===== src/design/rwpe_pkg.sv =====
// Shared types and constants for the RIFF/WAVE PCM extractor.
`timescale 1ns / 1ps

package rwpe_pkg;

	// Header and chunk tags as they arrive on the byte stream, first byte in the low lane.
	localparam logic [31:0] RIFF_TAG = 32'h4646_4952;
	localparam logic [31:0] WAVE_TAG = 32'h4556_4157;
	localparam logic [31:0] TAG_FMT  = 32'h2074_6D66;
	localparam logic [31:0] TAG_DATA = 32'h6174_6164;

	localparam logic [15:0] FMT_PCM      = 16'd1;
	localparam logic [15:0] PCM_BITS     = 16'd16;
	localparam logic [15:0] MAX_CHANNELS = 16'd8;

	localparam logic [3:0] HDR_LAST_POS  = 4'd11;
	localparam logic [2:0] CHDR_LAST_POS = 3'd7;
	localparam logic [3:0] FMT_BITS_LO   = 4'd14;
	localparam logic [3:0] FMT_LAST_POS  = 4'd15;

	// Result queue geometry.
	localparam int Q_DEPTH    = 4;
	localparam int Q_PTR_W    = $clog2(Q_DEPTH);
	localparam int Q_LEVEL_W  = $clog2(Q_DEPTH + 1);

	typedef enum logic [2:0] {
		PH_HEADER   = 3'd0,
		PH_CHUNK_HDR = 3'd1,
		PH_BODY     = 3'd2,
		PH_PAD      = 3'd3,
		PH_DATA     = 3'd4,
		PH_DONE     = 3'd5,
		PH_FAIL     = 3'd6
	} phase_t;

	typedef enum logic [1:0] {
		ST_OK     = 2'd0,
		ST_HDR_BAD = 2'd1,
		ST_NO_PCM = 2'd2
	} status_t;

	typedef struct packed {
		logic [7:0] wave_byte;
		logic       end_of_stream;
	} in_item_t;

	typedef struct packed {
		logic        is_summary;
		logic [7:0]  pcm_byte;
		logic [31:0] sample_rate_hz;
		logic [3:0]  channel_count;
		logic [31:0] data_byte_count;
		status_t     status;
		logic        last_result;
	} out_item_t;

	// Results of one accepted byte: an optional data byte, then an optional summary.
	typedef struct packed {
		logic      data_vld;
		out_item_t data_res;
		logic      sum_vld;
		out_item_t sum_res;
	} step_res_t;

	typedef struct packed {
		logic [Q_LEVEL_W-1:0] level;
		logic                 room;
	} q_stat_t;

endpackage


===== src/design/rwpe_parser.sv =====
// Byte-wise RIFF/WAVE parse state and the results each byte produces.
`timescale 1ns / 1ps

module rwpe_parser (
	input  logic               clk,
	input  logic               arst_n,
	input  logic               take,
	input  rwpe_pkg::in_item_t item,
	output rwpe_pkg::step_res_t res
);
	import rwpe_pkg::*;

	phase_t      phase_q, phase_d;
	logic [3:0]  cnt_q, cnt_d;
	logic [31:0] tag_q, tag_d;
	logic [31:0] rem_q, rem_d;
	logic        pad_q, pad_d;
	logic [63:0] shadow_q, shadow_d;
	logic [7:0]  bits_lo_q, bits_lo_d;
	logic [15:0] format_q, format_d;
	logic [15:0] chan_q, chan_d;
	logic [31:0] rate_q, rate_d;
	logic [15:0] bits_q, bits_d;
	logic [31:0] data_cnt_q, data_cnt_d;
	status_t     err_q, err_d;

	logic [7:0]  b;
	logic [2:0]  hpos;
	logic [31:0] tag_v, rem_v;
	logic        bad;
	logic        fmt_ok;
	status_t     st;

	assign b = item.wave_byte;
	assign hpos = cnt_q[2:0];
	assign fmt_ok = (format_q == FMT_PCM) && (bits_q == PCM_BITS) && (chan_q != 16'd0) &&
		(chan_q <= MAX_CHANNELS) && (rate_q != 32'd0);

	always_comb begin
		phase_d    = phase_q;
		cnt_d      = cnt_q;
		tag_d      = tag_q;
		rem_d      = rem_q;
		pad_d      = pad_q;
		shadow_d   = shadow_q;
		bits_lo_d  = bits_lo_q;
		format_d   = format_q;
		chan_d     = chan_q;
		rate_d     = rate_q;
		bits_d     = bits_q;
		data_cnt_d = data_cnt_q;
		err_d      = err_q;
		bad        = 1'b0;
		tag_v      = tag_q;
		rem_v      = rem_q;
		res        = '0;

		case (phase_q)
			PH_HEADER: begin
				if (cnt_q < 4'd4) begin
					bad = (b != RIFF_TAG[8*cnt_q[1:0] +: 8]);
				end else if (cnt_q >= 4'd8 && cnt_q < 4'd12) begin
					bad = (b != WAVE_TAG[8*cnt_q[1:0] +: 8]);
				end
				if (bad) begin
					phase_d = PH_FAIL;
					err_d   = ST_HDR_BAD;
				end else if (cnt_q >= HDR_LAST_POS) begin
					phase_d = PH_CHUNK_HDR;
					cnt_d   = 4'd0;
				end else begin
					cnt_d = cnt_q + 4'd1;
				end
			end
			PH_CHUNK_HDR: begin
				if (hpos == 3'd0) begin
					tag_v = '0;
					rem_v = '0;
				end
				if (!hpos[2]) begin
					tag_v[8*hpos[1:0] +: 8] = b;
				end else begin
					rem_v[8*hpos[1:0] +: 8] = b;
				end
				tag_d = tag_v;
				rem_d = rem_v;
				if (hpos != CHDR_LAST_POS) begin
					cnt_d = {1'b0, hpos + 3'd1};
				end else begin
					cnt_d = 4'd0;
					pad_d = rem_v[0];
					if (tag_v == TAG_DATA) begin
						if (!fmt_ok) begin
							phase_d = PH_FAIL;
							err_d   = ST_NO_PCM;
						end else begin
							phase_d = (rem_v != 32'd0) ? PH_DATA : PH_DONE;
						end
					end else begin
						shadow_d = '0;
						if (rem_v != 32'd0) begin
							phase_d = PH_BODY;
						end else begin
							phase_d = rem_v[0] ? PH_PAD : PH_CHUNK_HDR;
						end
					end
				end
			end
			PH_BODY: begin
				if (tag_q == TAG_FMT) begin
					if (cnt_q < 4'd8) begin
						shadow_d[8*cnt_q[2:0] +: 8] = b;
					end else if (cnt_q == FMT_BITS_LO) begin
						bits_lo_d = b;
					end
					if (cnt_q == FMT_LAST_POS) begin
						// The fmt body is complete; later bytes of this chunk are skipped.
						format_d = shadow_q[15:0];
						chan_d   = shadow_q[31:16];
						rate_d   = shadow_q[63:32];
						bits_d   = {b, bits_lo_q};
						tag_d    = '0;
					end else begin
						cnt_d = cnt_q + 4'd1;
					end
				end
				rem_d = rem_q - 32'd1;
				if (rem_d == 32'd0) begin
					phase_d = pad_q ? PH_PAD : PH_CHUNK_HDR;
					cnt_d   = 4'd0;
				end
			end
			PH_PAD: begin
				phase_d = PH_CHUNK_HDR;
				cnt_d   = 4'd0;
			end
			PH_DATA: begin
				res.data_vld          = take;
				res.data_res.pcm_byte = b;
				res.data_res.status   = ST_OK;
				data_cnt_d = data_cnt_q + 32'd1;
				rem_d      = rem_q - 32'd1;
				if (rem_d == 32'd0) begin
					phase_d = PH_DONE;
				end
			end
			default: begin
			end
		endcase

		// The summary sees the state as this byte leaves it.
		if (phase_d == PH_HEADER) begin
			st = ST_HDR_BAD;
		end else if (phase_d == PH_FAIL) begin
			st = (err_d == ST_HDR_BAD) ? ST_HDR_BAD : ST_NO_PCM;
		end else if ((phase_d == PH_DATA || phase_d == PH_DONE) && data_cnt_d != 32'd0) begin
			st = ST_OK;
		end else begin
			st = ST_NO_PCM;
		end
		res.sum_vld                  = take && item.end_of_stream;
		res.sum_res.is_summary       = 1'b1;
		res.sum_res.sample_rate_hz   = (st == ST_OK) ? rate_d : 32'd0;
		res.sum_res.channel_count    = (st == ST_OK) ? chan_d[3:0] : 4'd0;
		res.sum_res.data_byte_count  = data_cnt_d;
		res.sum_res.status           = st;
		res.sum_res.last_result      = 1'b1;

		// The final byte of a file returns everything to the reset state.
		if (item.end_of_stream) begin
			phase_d    = PH_HEADER;
			cnt_d      = '0;
			tag_d      = '0;
			rem_d      = '0;
			pad_d      = 1'b0;
			shadow_d   = '0;
			bits_lo_d  = '0;
			format_d   = '0;
			chan_d     = '0;
			rate_d     = '0;
			bits_d     = '0;
			data_cnt_d = '0;
			err_d      = ST_OK;
		end
	end

	always_ff @(posedge clk or negedge arst_n) begin
		if (!arst_n) begin
			phase_q    <= PH_HEADER;
			cnt_q      <= '0;
			tag_q      <= '0;
			rem_q      <= '0;
			pad_q      <= 1'b0;
			shadow_q   <= '0;
			bits_lo_q  <= '0;
			format_q   <= '0;
			chan_q     <= '0;
			rate_q     <= '0;
			bits_q     <= '0;
			data_cnt_q <= '0;
			err_q      <= ST_OK;
		end else if (take) begin
			phase_q    <= phase_d;
			cnt_q      <= cnt_d;
			tag_q      <= tag_d;
			rem_q      <= rem_d;
			pad_q      <= pad_d;
			shadow_q   <= shadow_d;
			bits_lo_q  <= bits_lo_d;
			format_q   <= format_d;
			chan_q     <= chan_d;
			rate_q     <= rate_d;
			bits_q     <= bits_d;
			data_cnt_q <= data_cnt_d;
			err_q      <= err_d;
		end
	end

endmodule


===== src/design/rwpe_out_queue.sv =====
// Small result queue that takes up to two results per cycle and hands out one.
`timescale 1ns / 1ps

module rwpe_out_queue (
	input  logic                clk,
	input  logic                arst_n,
	input  rwpe_pkg::step_res_t res,
	input  logic                pop,
	output logic                valid,
	output rwpe_pkg::out_item_t head,
	output rwpe_pkg::q_stat_t   stat
);
	import rwpe_pkg::*;

	out_item_t            slot_q [Q_DEPTH];
	logic [Q_PTR_W-1:0]   wr_q, rd_q;
	logic [Q_LEVEL_W-1:0] level_q;
	logic [Q_PTR_W-1:0]   wr_b;
	logic [Q_LEVEL_W-1:0] push_n;
	logic                 do_pop;

	assign valid  = (level_q != '0);
	assign head   = slot_q[rd_q];
	assign do_pop = pop && valid;
	assign wr_b   = wr_q + Q_PTR_W'(res.data_vld);
	assign push_n = Q_LEVEL_W'(res.data_vld) + Q_LEVEL_W'(res.sum_vld);

	// Room for two results keeps a byte that ends the file from overflowing.
	assign stat.level = level_q;
	assign stat.room  = (level_q <= Q_LEVEL_W'(Q_DEPTH - 2));

	always_ff @(posedge clk or negedge arst_n) begin
		if (!arst_n) begin
			wr_q    <= '0;
			rd_q    <= '0;
			level_q <= '0;
		end else begin
			wr_q    <= wr_q + Q_PTR_W'(push_n);
			rd_q    <= rd_q + Q_PTR_W'(do_pop);
			level_q <= level_q + push_n - Q_LEVEL_W'(do_pop);
		end
	end

	always_ff @(posedge clk) begin
		if (res.data_vld) begin
			slot_q[wr_q] <= res.data_res;
		end
		if (res.sum_vld) begin
			slot_q[wr_b] <= res.sum_res;
		end
	end

endmodule


===== src/design/riff_wave_pcm_extractor_top.sv =====
// Top level of the RIFF/WAVE PCM extractor: parser plus result queue.
`timescale 1ns / 1ps

// The block takes a WAV file one byte per item and accepts one item every clock
// cycle while byte_stall is low. It checks the twelve-byte RIFF/WAVE header, walks
// the little-endian chunks (skipping the pad byte after an odd-sized chunk), keeps
// the format, channel count, sample rate and sample width from the most recent fmt
// chunk whose body reaches 16 bytes, and at the data chunk header checks for 16-bit
// PCM with one to eight channels and a nonzero rate. Each data byte up to the
// declared size then comes out as a result item with is_summary low; anything after
// the data chunk is ignored. The byte flagged end_of_stream additionally produces a
// summary item (rate, channels, bytes passed, status) and returns the block to its
// reset state, so the next byte starts a new file. A byte is parsed in the cycle it
// is accepted and its results are registered into a four-entry result queue, from
// which they leave in order as the results ahead of them are taken. The queue, not
// the parser, sets the input rate: byte_stall rises while fewer than two queue
// entries are free, so a downstream that takes one result per cycle sees one byte
// per cycle; a final byte yielding a data byte and a summary queues both at once.

module riff_wave_pcm_extractor_top (
	input  logic                clk,
	input  logic                arst_n,
	input  logic                byte_valid,
	output logic                byte_stall,
	input  rwpe_pkg::in_item_t  byte_item,
	output logic                result_valid,
	input  logic                result_stall,
	output rwpe_pkg::out_item_t result_item
);
	import rwpe_pkg::*;

	logic      take;
	step_res_t res;
	q_stat_t   q_stat;

	// A byte is taken only when the queue can absorb both results it may cause.
	assign byte_stall = !q_stat.room;
	assign take       = byte_valid && !byte_stall;

	rwpe_parser u_parser (
		.clk    (clk),
		.arst_n (arst_n),
		.take   (take),
		.item   (byte_item),
		.res    (res)
	);

	rwpe_out_queue u_queue (
		.clk    (clk),
		.arst_n (arst_n),
		.res    (res),
		.pop    (!result_stall),
		.valid  (result_valid),
		.head   (result_item),
		.stat   (q_stat)
	);

	// The queue never holds more entries than it has.
	a_level_bound: assert property (@(posedge clk) disable iff (!arst_n)
		q_stat.level <= Q_LEVEL_W'(Q_DEPTH))
		else $error("result queue level exceeds its depth");

	// Results only come from a byte that was actually taken.
	a_res_needs_take: assert property (@(posedge clk) disable iff (!arst_n)
		(res.data_vld || res.sum_vld) |-> take)
		else $error("result produced without an accepted byte");

	// The final byte of a file always leaves a result waiting in the next cycle.
	a_summary_queued: assert property (@(posedge clk) disable iff (!arst_n)
		(take && byte_item.end_of_stream) |=> result_valid)
		else $error("summary missing after final byte");

	// A summary is always the last result of its file and never carries PCM data.
	a_summary_form: assert property (@(posedge clk) disable iff (!arst_n)
		(result_valid && result_item.is_summary) |->
			(result_item.last_result && result_item.pcm_byte == 8'd0))
		else $error("malformed summary result");

endmodule


===== config.mk =====
export PLATFORM = sky130hd
export DESIGN_NAME = riff_wave_pcm_extractor_top
export DESIGN_NICKNAME = d
export VERILOG_FILES = /design/src/design/rwpe_pkg.sv /design/src/design/rwpe_parser.sv /design/src/design/rwpe_out_queue.sv /design/src/design/riff_wave_pcm_extractor_top.sv
export SDC_FILE = /design/constraint.sdc
export NUM_CORES = 1
export LEC_CHECK = 0
export BUFFER_PORTS_ARGS = -buffer_cell sky130_fd_sc_hd__buf_2
export CORE_ASPECT_RATIO = 1.25
export CORE_UTILIZATION = 35
export CTS_BUF_LIST = sky130_fd_sc_hd__clkbuf_4
export DETAILED_ROUTE_END_ITERATION = 7
export GPL_ROUTABILITY_DRIVEN = 0
export PLACE_DENSITY = 0.48
export SETUP_SLACK_MARGIN = 0.4
export SLEW_MARGIN = 5
export SYNTH_ARGS = -nofsm -noshare
export SYNTH_HDL_FRONTEND = slang
export SYNTH_HIERARCHICAL = 1
export SYNTH_SLANG_ARGS = --single-unit

===== constraint.sdc =====
create_clock -name clk -period 16.6 [get_ports clk]
set_input_delay 0 -clock clk [delete_from_list [all_inputs] [get_ports clk]]
set_output_delay 0 -clock clk [all_outputs]
set_load 0.02 [all_outputs]

==> flow_summary.ini <==
[drt]
dr.pass1.iters = 6
routedWlPerCell_um = 23.54
wl_met1_um = 41400
wl_met2_um = 46940
top_layer = met4
drt_iter0_drc = 1774
dr_wl_met3_um = 4886
vias_per_cell = 5.645
antenna_left = 0
wl_um = 96710
vias = 23196
drc_errors = 0

[cts]
cts_setup_buffers = 0
clk_pin_slew_ps = 70
numClockSinks = 585
clkLatencyLatePin_ps = 1010
root_buffer = clkbuf_4
cts_buffer_depth = 3
numCtsBuffers = 157
h-tree-depth = 4
cts_tree = built

[yosys]
yosys_register_bits = 585
synthCells = 2672
synth.distinct_cells = 79
synth_edf_count = 320
avgSynthCellArea_um2 = 11.86
async_flop_share = 0.4530
syn_area_um2 = 31690
synth_ff_type = edfxtp_1
yosysWarnings = 6
yosysSeqAreaShare = 0.5125

[sta]
final.min_clock_period_ps = 5718
relSlewSlack = 0.2294
finalClockSkew_ps = 73.62
tns_ps = 0
finalHoldViolations = 0
post-route-period-util = 0.3444
tightest_slew_ps = 1140
setup_viol = 0
grt_setup_unrepaired = no
slew_violations = 0
timing.fmax_ghz = 0.1749

[global_route]
first_global_vias = 24268
grt_pass1_wl_um = 147100
antenna_found_initial = 2
grt_usage = 0.2097
grt.overflow.total = 0
grt_max_degree = 74

[floorplan]
core_um2 = 89880
rows = 123
ios = 95
die-area_um2 = 91750
chipHeight_um = 338.4
dieWidth_um = 271.1
start_util = 0.3526

[power_and_ir_drop]
p_leak_uw = 0.01330
power_density_nw_per_um2 = 159.9
irDropWorstVdd_mv = 0.08658

[layout]
nNetsFinal = 2823
drive_gt1_frac = 0.2966
syn_to_final_growth_pct = 11.07
finish.utilization = 0.3916

[flow_run]
maxCapViolCount = 0

[critical_path]
startpoint_type = flip-flop
cp_max_fo = 24
cp-end-kind = flip-flop
crit_type = flip-flop to flip-flop
crit_arrival_ps = 6420
cp.required_ps = 17300

[place]
portBuffers = 94
hpwlAfterDp_um = 59130

[min_path]
holdCritPathClass = input port to async pin

[outcome]
status = finished clean
logic make-up (layout without fill, tap and decap cells):
kind of cell	count (synthesis)	in the layout	share of synthesized area
compound gates	541	541	0.1210
mux	416	416	0.1758
fa+ha+maj	19	19	0.007740
buf+inv	308	476	0.05050
simple gates	756	756	0.1198
other cells	2	84	0.0002370
xor+xnor	45	45	0.01244
flops	585	585	0.5125
layer usage:
layer	up-vias	global-route usage
li1	10362	-
met1	11848	0.2672
met2	756	0.3457
met3	230	0.04277
met4	0	0.08731
met5	-	0
report_power, final:
group / switching [µW] / internal, µW
clock network: 622 / 733
registers: 215 / 1770
logic: 1480 / 808
total: 2320 / 3310
cells in the mapped netlist, types with 9 or more instances:
library cell / instances / area (µm²)
mux2_2: 324 / 3649
nand2_1: 321 / 1205
edfxtp_1: 320 / 9609
dfrtp_1: 265 / 6631
o21ai_0: 140 / 700.7
clkbuf_1: 133 / 499.2
o2bb2ai_1: 94 / 823.3
nor2_1: 91 / 341.6
buf_4: 83 / 623.1
mux4_2: 80 / 1802
a21oi_1: 61 / 305.3
nand4_1: 53 / 331.6
nor4_1: 48 / 300.3
a21boi_0: 40 / 300.3
a22o_1: 40 / 350.3
inv_1: 39 / 146.4
nand3_1: 37 / 185.2
nor3_1: 35 / 175.2
buf_2: 33 / 165.2
xnor2_1: 33 / 289.0
a21oi_2: 30 / 262.8
and2_1: 21 / 131.4
or3_1: 21 / 131.4
ha_1: 18 / 225.2
nor2b_1: 18 / 112.6
a31oi_1: 17 / 106.4
and3_1: 14 / 87.58
or4_1: 14 / 105.1
nand2b_1: 13 / 81.33
o22ai_1: 13 / 81.33
a32o_1: 12 / 120.1
a32oi_1: 12 / 105.1
buf_6: 12 / 135.1
mux2i_1: 12 / 120.1
xor2_1: 12 / 105.1
a22oi_1: 11 / 82.58
and4_1: 11 / 96.34
nand4b_1: 10 / 87.58
nand3b_1: 9 / 67.56
final cells by class:
| class | count | area (µm²) |
|---|---|---|
| timing repair buffer | 147 | 933.4 |
| clock inverter | 36 | 231.5 |
| multi-input combinational | 1859 | 14240 |
| inverter | 41 | 153.9 |
| antenna | 2 | 5.005 |
| fill | 8850 | 54680 |
| clock buffer | 252 | 1892 |
| sequential | 585 | 16250 |
| tap | 1187 | 1485 |
registers in the layout, summed over array words and instances (netlist names):
signal               count
u_parser/rate_q         32
u_parser/rem_q          32
u_queue/slot_q         320
u_queue/level_q          3
u_parser/bits_q         16
u_parser/pad_q           1
u_parser/format_q       16
u_queue/wr_q             2
u_parser/tag_q          32
u_parser/cnt_q           4
u_parser/chan_q         16
u_parser/shadow_q       64
u_parser/err_q           2
u_parser/bits_lo_q       8
u_parser/data_cnt_q     32
u_parser/phase_q         3
u_queue/rd_q             2
worst paths after layout:
check	start	to	slack, ps	cells past startpoint
hold reg to reg	u_parser/bits_q[5]	u_parser/bits_q[5]	470	2
max in group asynchronous	arst_n	u_parser/data_cnt_q[27]	14640	5
min in group clk	byte_item[2]	u_parser/shadow_q[33]	170	4
setup / recovery	u_parser/cnt_q[1]	u_queue/slot_q[3][1]	10880	13
setup reg to reg	u_parser/cnt_q[1]	u_queue/slot_q[3][1]	10880	13
hold / removal	arst_n	u_queue/rd_q[1]	90	4
timing repair:
| item | in CTS | in global routing |
|---|---|---|
| resized for setup | 0 | 0 |
| setup endpoints to repair | 0 | 0 |
| hold buffers | 15 | 0 |
| endpoints found under the hold margin | 354 | 0 |
layout by cell type, fill, tap and decap left out, types with 33 or more instances in the layout:
cell	Yosys	routed
mux2_2	324	324
nand2_1	321	321
edfxtp_1	320	320
dfrtp_1	265	263
clkbuf_4	0	252
o21ai_0	140	137
o2bb2ai_1	94	94
buf_2	33	93
nor2_1	91	89
conb_1	2	82
mux4_2	80	80
a21oi_1	61	60
nand4_1	53	53
nor4_1	48	48
a21boi_0	40	40
a22o_1	40	40
inv_1	39	39
buf_4	83	38
nand3_1	37	37
nor3_1	35	35
xnor2_1	33	33
stage by stage:
| stage | total power (µW) | cell area [µm²] | setup WS, ps | hold WS, ps | cells |
|---|---|---|---|---|---|
| after floorplan | 3553 | 31990 | 8837 | -295.6 | 2752 |
| after global placement | 4270 | 32900 | 11040 | -44.30 | 3804 |
| after detailed placement | 4288 | 32900 | 11040 | -36.95 | 3804 |
| after CTS | 5681 | 35190 | 10990 | 3.307 | 4107 |
| after global routing | 5946 | 35190 | 10650 | 54.54 | 4109 |
| final | 5627 | 35190 | 10880 | 90.98 | 4109 |
worst max-delay path, stage by stage, from the launching register on:
cell	delay, ps
dfrtp_1	540
inv_1	230
ha_1	750
inv_1	350
ha_1	380
and2_1	210
a32oi_1	260
o2111ai_1	130
o21ai_0	140
nor4b_1	930
a21oi_1	220
nor4_1	600
o22ai_1	330
mux2_2	350
No activity file was read; power rests on OpenSTA's default activity.
